`config.mk`:
```
export PLATFORM = sky130hd
export DESIGN_NAME = sync_framed_packet_receiver_core
export DESIGN_NICKNAME = d
export VERILOG_FILES = /design/src/hdl/sfpr_pkg.sv /design/src/hdl/sfpr_ram.sv /design/src/hdl/sfpr_ctrl.sv /design/src/hdl/sfpr_dp.sv /design/src/hdl/sync_framed_packet_receiver_core.sv
export SDC_FILE = /design/constraint.sdc
export NUM_CORES = 1
export LEC_CHECK = 0
export BUFFER_PORTS_ARGS = -buffer_cell sky130_fd_sc_hd__buf_2
export CAP_MARGIN = 10
export CORE_AREA = 2 2 152 154
export DETAILED_ROUTE_END_ITERATION = 8
export DIE_AREA = 0 0 154 156
export PLACE_DENSITY = 0.8
export SYNTH_ARGS = -nofsm -noshare
export SYNTH_HDL_FRONTEND = slang
export SYNTH_SLANG_ARGS = --single-unit
```
`constraint.sdc`:
```
create_clock -name clk -period 3.4 [get_ports clk]
set_input_delay 0 -clock clk [delete_from_list [all_inputs] [get_ports clk]]
set_output_delay 0 -clock clk [all_outputs]
set_load 0.05 [all_outputs]
```
`src/hdl/sfpr_pkg.sv`:
```
package sfpr_pkg;

    localparam int MAX_PAYLOAD_DEFAULT = 32;

    localparam logic [7:0] SYNC_FIRST  = 8'h7A;
    localparam logic [7:0] SYNC_SECOND = 8'h1D;

    localparam logic ACTION_BYTE    = 1'b0;
    localparam logic ACTION_SILENCE = 1'b1;

    typedef struct packed {
        logic       action;
        logic [7:0] rx_byte;
    } item_t;

    typedef struct packed {
        logic [7:0]  command;
        logic [7:0]  message_id;
        logic [5:0]  payload_length;
        logic [4:0]  byte_index;
        logic [7:0]  payload_byte;
        logic        last;
        logic [15:0] error_count;
    } result_t;

    typedef struct packed {
        logic load_cmd;
        logic load_id;
        logic load_len;
        logic write_byte;
        logic count_err;
        logic start_drain;
        logic read_en;
        logic advance;
    } dp_cmd_t;

    typedef struct packed {
        logic sync_first;
        logic sync_second;
        logic len_zero;
        logic len_over;
        logic fill_done;
        logic id_dup;
        logic drain_last;
    } dp_status_t;

endpackage

```
`src/hdl/sfpr_ram.sv`:
```
module sfpr_ram #(
    parameter int WIDTH = 8,
    parameter int DEPTH = 32,
    localparam int AW = (DEPTH > 1) ? $clog2(DEPTH) : 1
) (
    input  logic             clk,
    input  logic             we,
    input  logic [AW-1:0]    waddr,
    input  logic [WIDTH-1:0] wdata,
    input  logic             re,
    input  logic [AW-1:0]    raddr,
    output logic [WIDTH-1:0] rdata
);

    logic [WIDTH-1:0] mem_reg [DEPTH];
    logic [WIDTH-1:0] rdata_reg;

    always_ff @(posedge clk)
    begin
        if (we)
        begin
            mem_reg[waddr] <= wdata;
        end
        if (re)
        begin
            rdata_reg <= mem_reg[raddr];
        end
    end

    assign rdata = rdata_reg;

endmodule

```
`src/hdl/sfpr_ctrl.sv`:
```
module sfpr_ctrl
    import sfpr_pkg::*;
(
    input  logic       clk,
    input  logic       rst_n,
    input  logic       item_valid,
    input  logic       action,
    output logic       item_stall,
    output logic       result_valid,
    input  logic       result_stall,
    input  dp_status_t status,
    output dp_cmd_t    cmd
);

    typedef enum logic [2:0] {
        HUNT1,
        HUNT2,
        CMD,
        ID,
        LEN,
        DATA,
        READ,
        EMIT
    } state_t;

    state_t state_reg;
    state_t state_next;
    logic   stall_reg;
    logic   valid_reg;
    logic   accept;

    assign accept       = item_valid && !stall_reg;
    assign item_stall   = stall_reg;
    assign result_valid = valid_reg;

    always_comb
    begin
        state_next = state_reg;
        cmd        = '0;
        if (accept && action == ACTION_SILENCE)
        begin
            if (state_reg != HUNT1)
            begin
                cmd.count_err = 1'b1;
                state_next    = HUNT1;
            end
        end
        else
        begin
            case (state_reg)
                HUNT1:
                begin
                    if (accept)
                    begin
                        if (status.sync_first)
                            state_next = HUNT2;
                        else
                            cmd.count_err = 1'b1;
                    end
                end
                HUNT2:
                begin
                    if (accept)
                    begin
                        if (status.sync_second)
                        begin
                            state_next = CMD;
                        end
                        else
                        begin
                            cmd.count_err = 1'b1;
                            state_next    = HUNT1;
                        end
                    end
                end
                CMD:
                begin
                    if (accept)
                    begin
                        cmd.load_cmd = 1'b1;
                        state_next   = ID;
                    end
                end
                ID:
                begin
                    if (accept)
                    begin
                        cmd.load_id = 1'b1;
                        state_next  = LEN;
                    end
                end
                LEN:
                begin
                    if (accept)
                    begin
                        cmd.load_len  = 1'b1;
                        cmd.count_err = status.len_over;
                        if (!status.len_zero)
                        begin
                            state_next = DATA;
                        end
                        else if (status.id_dup)
                        begin
                            state_next = HUNT1;
                        end
                        else
                        begin
                            cmd.start_drain = 1'b1;
                            state_next      = READ;
                        end
                    end
                end
                DATA:
                begin
                    if (accept)
                    begin
                        cmd.write_byte = 1'b1;
                        if (status.fill_done)
                        begin
                            if (status.id_dup)
                            begin
                                state_next = HUNT1;
                            end
                            else
                            begin
                                cmd.start_drain = 1'b1;
                                state_next      = READ;
                            end
                        end
                    end
                end
                READ:
                begin
                    cmd.read_en = 1'b1;
                    state_next  = EMIT;
                end
                EMIT:
                begin
                    if (!result_stall)
                    begin
                        if (status.drain_last)
                        begin
                            state_next = HUNT1;
                        end
                        else
                        begin
                            cmd.advance = 1'b1;
                            state_next  = READ;
                        end
                    end
                end
                default:
                begin
                    state_next = HUNT1;
                end
            endcase
        end
    end

    always_ff @(posedge clk or negedge rst_n)
    begin
        if (!rst_n)
        begin
            state_reg <= HUNT1;
            stall_reg <= 1'b0;
            valid_reg <= 1'b0;
        end
        else
        begin
            state_reg <= state_next;
            stall_reg <= (state_next == READ) || (state_next == EMIT);
            valid_reg <= (state_next == EMIT);
        end
    end

endmodule

```
`src/hdl/sfpr_dp.sv`:
```
module sfpr_dp
    import sfpr_pkg::*;
#(
    parameter int MAX_PAYLOAD = MAX_PAYLOAD_DEFAULT
) (
    input  logic       clk,
    input  logic       rst_n,
    input  dp_cmd_t    cmd,
    input  logic [7:0] rx_byte,
    output dp_status_t status,
    output result_t    result
);

    localparam int AW = (MAX_PAYLOAD > 1) ? $clog2(MAX_PAYLOAD) : 1;
    localparam int LW = $clog2(MAX_PAYLOAD + 1);

    logic [7:0]    command_reg;
    logic [7:0]    command_next;
    logic [7:0]    id_reg;
    logic [7:0]    id_next;
    logic [LW-1:0] len_reg;
    logic [LW-1:0] len_next;
    logic [LW-1:0] fill_reg;
    logic [LW-1:0] fill_next;
    logic [7:0]    last_id_reg;
    logic [7:0]    last_id_next;
    logic [15:0]   err_reg;
    logic [15:0]   err_next;
    logic [AW-1:0] k_reg;
    logic [AW-1:0] k_next;
    logic [LW-1:0] fill_inc;
    logic [LW-1:0] k_inc;
    logic [LW-1:0] count;
    logic [7:0]    rdata;

    assign fill_inc = fill_reg + LW'(1);
    assign k_inc    = LW'(k_reg) + LW'(1);
    assign count    = (len_reg == '0) ? LW'(1) : len_reg;

    assign status.sync_first  = (rx_byte == SYNC_FIRST);
    assign status.sync_second = (rx_byte == SYNC_SECOND);
    assign status.len_zero    = (rx_byte == 8'h00);
    assign status.len_over    = (rx_byte > 8'(MAX_PAYLOAD));
    assign status.fill_done   = (fill_inc >= len_reg);
    assign status.id_dup      = (id_reg == last_id_reg);
    assign status.drain_last  = (k_inc == count);

    always_comb
    begin
        command_next = cmd.load_cmd ? rx_byte : command_reg;
        id_next      = cmd.load_id ? rx_byte : id_reg;
        len_next     = len_reg;
        fill_next    = fill_reg;
        if (cmd.load_len)
        begin
            len_next  = status.len_over ? LW'(MAX_PAYLOAD) : LW'(rx_byte);
            fill_next = '0;
        end
        else if (cmd.write_byte)
        begin
            fill_next = fill_inc;
        end
        last_id_next = cmd.start_drain ? id_reg : last_id_reg;
        err_next     = (cmd.count_err && err_reg != 16'hFFFF) ? err_reg + 16'd1 : err_reg;
        k_next       = k_reg;
        if (cmd.start_drain)
            k_next = '0;
        else if (cmd.advance)
            k_next = k_inc[AW-1:0];
    end

    always_ff @(posedge clk or negedge rst_n)
    begin
        if (!rst_n)
        begin
            command_reg <= '0;
            id_reg      <= '0;
            len_reg     <= '0;
            fill_reg    <= '0;
            last_id_reg <= '0;
            err_reg     <= '0;
            k_reg       <= '0;
        end
        else
        begin
            command_reg <= command_next;
            id_reg      <= id_next;
            len_reg     <= len_next;
            fill_reg    <= fill_next;
            last_id_reg <= last_id_next;
            err_reg     <= err_next;
            k_reg       <= k_next;
        end
    end

    sfpr_ram #(
        .WIDTH (8),
        .DEPTH (MAX_PAYLOAD)
    ) u_store (
        .clk   (clk),
        .we    (cmd.write_byte),
        .waddr (fill_reg[AW-1:0]),
        .wdata (rx_byte),
        .re    (cmd.read_en),
        .raddr (k_reg),
        .rdata (rdata)
    );

    assign result.command        = command_reg;
    assign result.message_id     = id_reg;
    assign result.payload_length = 6'(len_reg);
    assign result.byte_index     = 5'(k_reg);
    assign result.payload_byte   = (len_reg == '0) ? 8'h00 : rdata;
    assign result.last           = status.drain_last;
    assign result.error_count    = err_reg;

endmodule

```
`src/hdl/sync_framed_packet_receiver_core.sv`:
```
// Deframes a serial byte stream of the form 0x7A, 0x1D, command, message id,
// length, payload, and delivers each new frame (id differing from the last
// delivered id, which starts at 0) as one result word per payload byte, or a
// single word for an empty payload, with last set on the final word. Lengths
// above MAX_PAYLOAD are clamped. Bad sync bytes, clamped lengths and silence
// inside a frame count framing errors, saturating at 65535. Received bytes
// and silence events are taken while item_stall is low. Delivery of a frame
// holds item_stall high; each result word takes a payload store read, then
// presentation, and result_stall can hold a word. No clearing pass after
// reset.
module sync_framed_packet_receiver_core
    import sfpr_pkg::*;
#(
    parameter int MAX_PAYLOAD = MAX_PAYLOAD_DEFAULT
) (
    input  logic    clk,
    input  logic    rst_n,
    input  logic    item_valid,
    output logic    item_stall,
    input  item_t   item,
    output logic    result_valid,
    input  logic    result_stall,
    output result_t result
);

    dp_cmd_t    cmd;
    dp_status_t status;

    sfpr_ctrl u_ctrl (
        .clk          (clk),
        .rst_n        (rst_n),
        .item_valid   (item_valid),
        .action       (item.action),
        .item_stall   (item_stall),
        .result_valid (result_valid),
        .result_stall (result_stall),
        .status       (status),
        .cmd          (cmd)
    );

    sfpr_dp #(
        .MAX_PAYLOAD (MAX_PAYLOAD)
    ) u_dp (
        .clk     (clk),
        .rst_n   (rst_n),
        .cmd     (cmd),
        .rx_byte (item.rx_byte),
        .status  (status),
        .result  (result)
    );

endmodule

```
After elaboration in Yosys (flattened, before gate mapping)

Memory sizes are Yosys's and may differ from the RTL's. A register that Yosys moved wholly into a read port is not among the register bits.
Index checks and enable logic that the tools add are counted.

Register bits: 62
RAM bits: 256
Output and inout bits: 54
Memories: 1

Memories:

| memory               | depth | width | rd ports | clocked after memory_dff | write ports | line           | RTL |
|---|---|---|---|---|---|---|---|
| u_dp.u_store.mem_reg | 32    | 8     | 1        | 1                        | 1           | sfpr_ram.sv:15 | `logic [WIDTH-1:0] mem_reg [DEPTH];` |

Add/subtract/negate cells: 3
Order comparisons: 2
Eq/ne operators: 14
Muxes and demuxes: 49
Reductions and logical operators: 11

Operators with widths:

| kind                  | number |
|---|---|
| $mux 3                | 15 |
| $mux 6                | 4 |
| $pmux 3 s8            | 1 |
| $mux 1                | 21 |
| $eq 3x3->1 const B    | 6 |
| $add 16x1->16 const B | 1 |
| $ne 16x16->1 const B  | 1 |
| $mux 5                | 2 |
| $eq 8x5->1 const B    | 1 |
| $eq 8x7->1 const B    | 1 |
| $eq 8x8->1            | 1 |
| $gt 8x6->1 const B    | 1 |
| $logic_not 8->1       | 1 |
| $mux 8                | 1 |
| $add 5x1->6 const B   | 1 |
| $add 6x1->6 const B   | 1 |
| $eq 3x2->1 const B    | 2 |
| $eq 6x6->1            | 1 |
| $ge 6x6->1            | 1 |
| $logic_not 6->1       | 1 |
| $mux 2                | 2 |
| $mux 4                | 1 |
| $reduce_bool 2->1     | 2 |
| $eq 3x1->1 const B    | 1 |
| other kinds (7)       | 9 |

Logic depth before layout (Yosys ltp)

Word-level depth: 9
Depth in mapped cells: 11
Depth with buffers taken out: 10

Hierarchy

Synthesis repeated with hierarchy kept, for this count alone.

Cell total of the unflattened synthesis: 743
Area total of the unflattened synthesis: 13544.2 um^2

By module, submodules not included:

| module    | instances | cells an instance | area each (um^2) | seq. area each (um^2) |
|---|---|---|---|---|
| sfpr_ram  | 1         | 417               | 10133.5          | 7927.6 |
| sfpr_dp   | 1         | 263               | 2899.0           | 1426.4 |
| sfpr_ctrl | 1         | 63                | 511.7            | 125.1 |

Worst setup path after synthesis

Ideal clock, no wire load.

Path kind: register to register
From: register u_dp.k_reg[0]
To: register u_dp.u_store.rdata_reg[0] (netlist: u_dp.u_store.rdata[0]), read port of u_dp.u_store.mem_reg (data pin)
Library setup time: 0.260 ns
Data arrival time: 2.655 ns
Slack: 0.485 ns
Cell stages (with the launch flop): 6
Cell sequence: dfrtp_1 -> buf_2 -> buf_1 -> mux4_2 -> mux4_2 -> mux2_2

RTL lines:

| element                  | line           | RTL |
|---|---|---|
| start: declaration       | sfpr_dp.sv:29  | `logic [AW-1:0] k_reg;` |
| start signal: assignment | sfpr_dp.sv:92  | `k_reg <= k_next;` |
| end: declaration         | sfpr_ram.sv:16 | `logic [WIDTH-1:0] rdata_reg;` |

Final worst setup path

From: register u_dp.fill_reg[0]
To: register u_ctrl.state_reg[0]

Word-level cells in the longest chain between the ends: 6

RTL lines:

| element                  | line             | RTL |
|---|---|---|
| start: declaration       | sfpr_dp.sv:23    | `logic [LW-1:0] fill_reg;` |
| start signal: assignment | sfpr_dp.sv:89    | `fill_reg <= fill_next;` |
| $add 6x1->6              | sfpr_dp.sv:36    | `assign fill_inc = fill_reg + LW'(1);` |
| $ge 6x6->1               | sfpr_dp.sv:44    | `assign status.fill_done = (fill_inc >= len_reg);` |
| $mux 3                   | sfpr_ctrl.sv:118 | `if (status.fill_done)` |
| $mux 3                   | sfpr_ctrl.sv:115 | `if (accept)` |
| $pmux 3 s8               | sfpr_ctrl.sv:50  | `case (state_reg)` |
| $mux 3                   | sfpr_ctrl.sv:40  | `if (accept && action == ACTION_SILENCE)` |
| net u_ctrl.state_next[0] | sfpr_ctrl.sv:27  | `state_t state_next;` |
| end signal: assignment   | sfpr_ctrl.sv:170 | `state_reg <= state_next;` |
| end: declaration         | sfpr_ctrl.sv:26  | `state_t state_reg;` |

The timed path passes the listed nets, and every way through them passes these cells.
A chain may end at the register's enable or synchronous reset.

==> Flow_metrics.wiki <==
{| class="wikitable"
! Metric !! Value
|-
| Ys Warns || 0
|-
| Max stage delay cell, worst path || sky130_fd_sc_hd__dlygate4sd3_1
|-
| Number of flip-flops in the largest register || 256
|-
| Slew Viols, Final || 0
|-
| Post-Place Cells || 1100
|-
| Number of clock buffers inserted by TritonCTS || 30
|-
| Detailed placer's ending HPWL || 18920 um
|-
| Post-layout minimum cycle time || 3.222 ns
|-
| Total Die Area || 24020 um^2
|-
| Initial antenna violation count || 0
|-
| Sequential element share of the synthesized area || 70.11%
|-
| Result of the run || finished clean
|-
| Leakage power summed over all cells || 5.527 nW
|-
| Grt total ovfl || 0
|-
| Type of the setup path with the least slack || register to register
|-
| Total length of routed wires || 30400 um
|-
| IO Pins || 67
|-
| Critical path cell sequence || ha_1, nand3_1, xnor2_1, ha_1, a21o_1, a21oi_1, o22ai_1, o221a_2, a211oi_1, dlygate4sd3_1
|-
| Launching element type of the critical path || register
|-
| Path category of the worst min-delay check || primary input to register
|-
| Post-Synthesis Net Count || 767
|-
| Sinks on the clock net || 326
|-
| Cell at the root of the clock tree || sky130_fd_sc_hd__clkbuf_16
|-
| WP data arrival || 3.72 ns
|-
| Area occupied by multi-input gates || 3856 um^2
|-
| Peak supply drop || 0.0005816 V
|-
| Std-Cell Rows || 55
|-
| Hold Vio Cnt, Final || 0
|-
| Post-cts gate resize count || 0
|-
| Gate count of the mapped netlist || 742
|-
| Avg Inst Size Synth || 18.22 um^2
|-
| Dominant cells by area after synthesis || sky130_fd_sc_hd__edfxtp_1 59%, sky130_fd_sc_hd__mux4_2 13%, sky130_fd_sc_hd__dfrtp_1 11%, sky130_fd_sc_hd__mux2_2 2.9%, sky130_fd_sc_hd__nor2_1 1.3%
|-
| Max-capacitance violation count || 0
|-
| Power per cell area || 535.7 nW/um^2
|-
| Most used cell, CP || sky130_fd_sc_hd__ha_1
|-
| Worst Path Required || 3.90 ns
|-
| Number of global-route vias before repair || 7725
|-
| H-tree level count || 1
|-
| Final GP Congestion || 0.9645
|-
| Tightest Pin Transition || 1.052 ns
|-
| Die Wd || 154 um
|-
| Top library cells by usage in the layout, fill and taps aside || 264 x sky130_fd_sc_hd__edfxtp_1, 80 x sky130_fd_sc_hd__mux4_2, 66 x sky130_fd_sc_hd__buf_2
|-
| Number of enable-type register cells in the synthesized netlist || 264
|-
| Routed WL per cell || 26.12 um
|-
| Number of distinct library cells after synthesis || 57
|-
| Nets || 880
|-
| Via Count || 7603
|-
| Vias/cell || 6.532
|-
| Maximum single-stage delay on the critical path || 0.60 ns
|-
| DRC Markers || 0
|-
| Clk buf depth || 3
|-
| Number of fillers in the final layout || 1281
|-
| Relative area change from synthesis to final layout || 14.87%
|-
| Antenna Diode Count || 0
|-
| Type of element capturing the critical path || register
|-
| Length of the first detailed-routing pass in iterations || 5
|-
| Startpoint of the worst hold path || item[3]
|-
| Setup clock skew after layout || 0.02619 ns
|-
| Final-layout setup total negative slack || 0 ns
|-
| Worst slew margin relative to its limit || 29.41%
|-
| Largest area contributor in the netlist || sky130_fd_sc_hd__edfxtp_1
|-
| Post-Synthesis Cell Area || 13520 um^2
|-
| Launch point of the critical path || u_dp.fill_reg[0]
|-
| Std-Cell Core Area || 22370 um^2
|-
| Antenna Nets Post-Route || 0
|-
| Worst-skew pair later-pin latency || 0.56 ns
|-
| Area of all sequential standard cells || 9484 um^2
|-
| Wire length of the first global-routing pass || 46850 um
|-
| Maximum number of pins on one net before global-route repair || 69
|-
| Category of cells accounting for the largest share of critical-path delay || compound AO/OA/AOI/OAI gates
|-
| Crit-path max FO || 6
|-
| Share of synthesized registers carrying an async set or reset || 19.02%
|-
| CP bufs+invs || 1
|-
| Initial DRC Count || 773
|-
| IO buf count || 66
|-
| Layout cells sized above 1 || 32.31%
|-
| Final setup fails || 0
|-
| Die H || 156 um
|-
| CTS tree || yes
|-
| Flops & latches, synth || 326
|-
| Area fraction of the dominant cell type after synthesis || 58.63%
|-
| GR Util All Layers || 26.03%
|-
| Final Cycle Share || 94.78%
|-
| Initial cell density of the core || 60.45%
|-
| Primary flip-flop cell chosen by synthesis mapping || sky130_fd_sc_hd__edfxtp_1
|-
| Total chip power || 0.008320 W
|-
| Clock Pin Slew Worst Setup and Hold Paths || 0.06 ns
|-
| RSZ-0062 raised after global routing || false
|-
| Maximum achievable frequency || 310.3 MHz
|-
| Cell Count, Final, Fillers Out || 1164
|-
| Most common cell after layout, fill and taps aside || sky130_fd_sc_hd__edfxtp_1
|-
| Start of the worst register-to-register path || u_dp.fill_reg[0]
|}
timing repair:
action	in CTS	in global routing
hold buffers	8	0
endpoints found under the hold margin	105	0
setup endpoints to repair	0	0
setup buffers	0	0
area by class of cell:
cell class	count	share of cell area (%)
clock buffer	35	5.083
clock inverter	21	1.748
inverter	10	0.2417
multi-input combinational	373	24.83
sequential	326	61.07
tap	285	2.296
timing repair buffer	114	4.737
logic make-up after synthesis:
family | synth area share (%)
AO/OA/AOI/OAI | 2.397
XOR/XNOR | 2.202
adder cells (fa/ha/maj) | 1.110
buffers and inverters | 1.370
flip-flops | 70.11
multiplexers | 16.39
AND/OR/NAND/NOR | 6.422
synth_stat cells, types with 6 or more instances:
cell / instances
sky130_fd_sc_hd__xor2_1: 18
sky130_fd_sc_hd__mux4_2: 80
sky130_fd_sc_hd__inv_1: 10
sky130_fd_sc_hd__xnor2_1: 16
sky130_fd_sc_hd__nor2_1: 48
sky130_fd_sc_hd__clkbuf_1: 17
sky130_fd_sc_hd__mux2_2: 35
sky130_fd_sc_hd__nand3_1: 12
sky130_fd_sc_hd__edfxtp_1: 264
sky130_fd_sc_hd__nor3_1: 8
sky130_fd_sc_hd__buf_2: 10
sky130_fd_sc_hd__o21ai_0: 12
sky130_fd_sc_hd__nand2_1: 32
sky130_fd_sc_hd__ha_1: 12
sky130_fd_sc_hd__dfrtp_1: 62
sky130_fd_sc_hd__nor4_1: 7
sky130_fd_sc_hd__nor2b_1: 12
sky130_fd_sc_hd__a21oi_1: 7
sky130_fd_sc_hd__nand4_1: 6
report_power, final:
part | leakage (nW) | total (W) | switching (W) | internal (W)
clock network | 0.521 | 0.00356 | 0.00144 | 0.00212
registers | 3.22 | 0.00440 | 0.0000504 | 0.00435
logic | 1.78 | 0.000358 | 0.000275 | 0.0000826
stage by stage:
step	area, um^2	worst slack, ns	hold WS (ns)	utilization (%)
floorplan	13520	0.4850	-0.2956	-
global route	15530	0.01555	0.05495	69.44
global placement	14390	0.6391	0.1915	64.34
CTS	15530	0.2946	0.04421	69.44
detailed placement	14390	0.4718	0.2156	64.34
finish	15530	0.1776	0.05708	69.44
worst min-delay path: stages:
cell	delay [ns]
sky130_fd_sc_hd__buf_2	0.35
sky130_fd_sc_hd__nand2_1	0.14
sky130_fd_sc_hd__o21ai_0	0.07
layer usage:
metal	wire [um]	track usage, %
met3	2739	5.056
met1	11740	35.93
met2	15310	43.86
met4	610	6.186
met5	0	0
final timing paths:
| check | end | slack (ns) | cells past startpoint |
|---|---|---|---|
| min in group asynchronous | u_ctrl.state_reg[1] | 0.14 | 3 |
| min reg2reg | u_dp.err_reg[9] | 0.49 | 1 |
| max in group asynchronous | u_dp.k_reg[0] | 2.67 | 3 |
| max reg2reg | u_ctrl.state_reg[0] | 0.18 | 10 |
| min | u_dp.len_reg[3] | 0.06 | 3 |
| max | u_ctrl.state_reg[0] | 0.18 | 10 |
No activity file was read; power rests on OpenSTA's default activity.
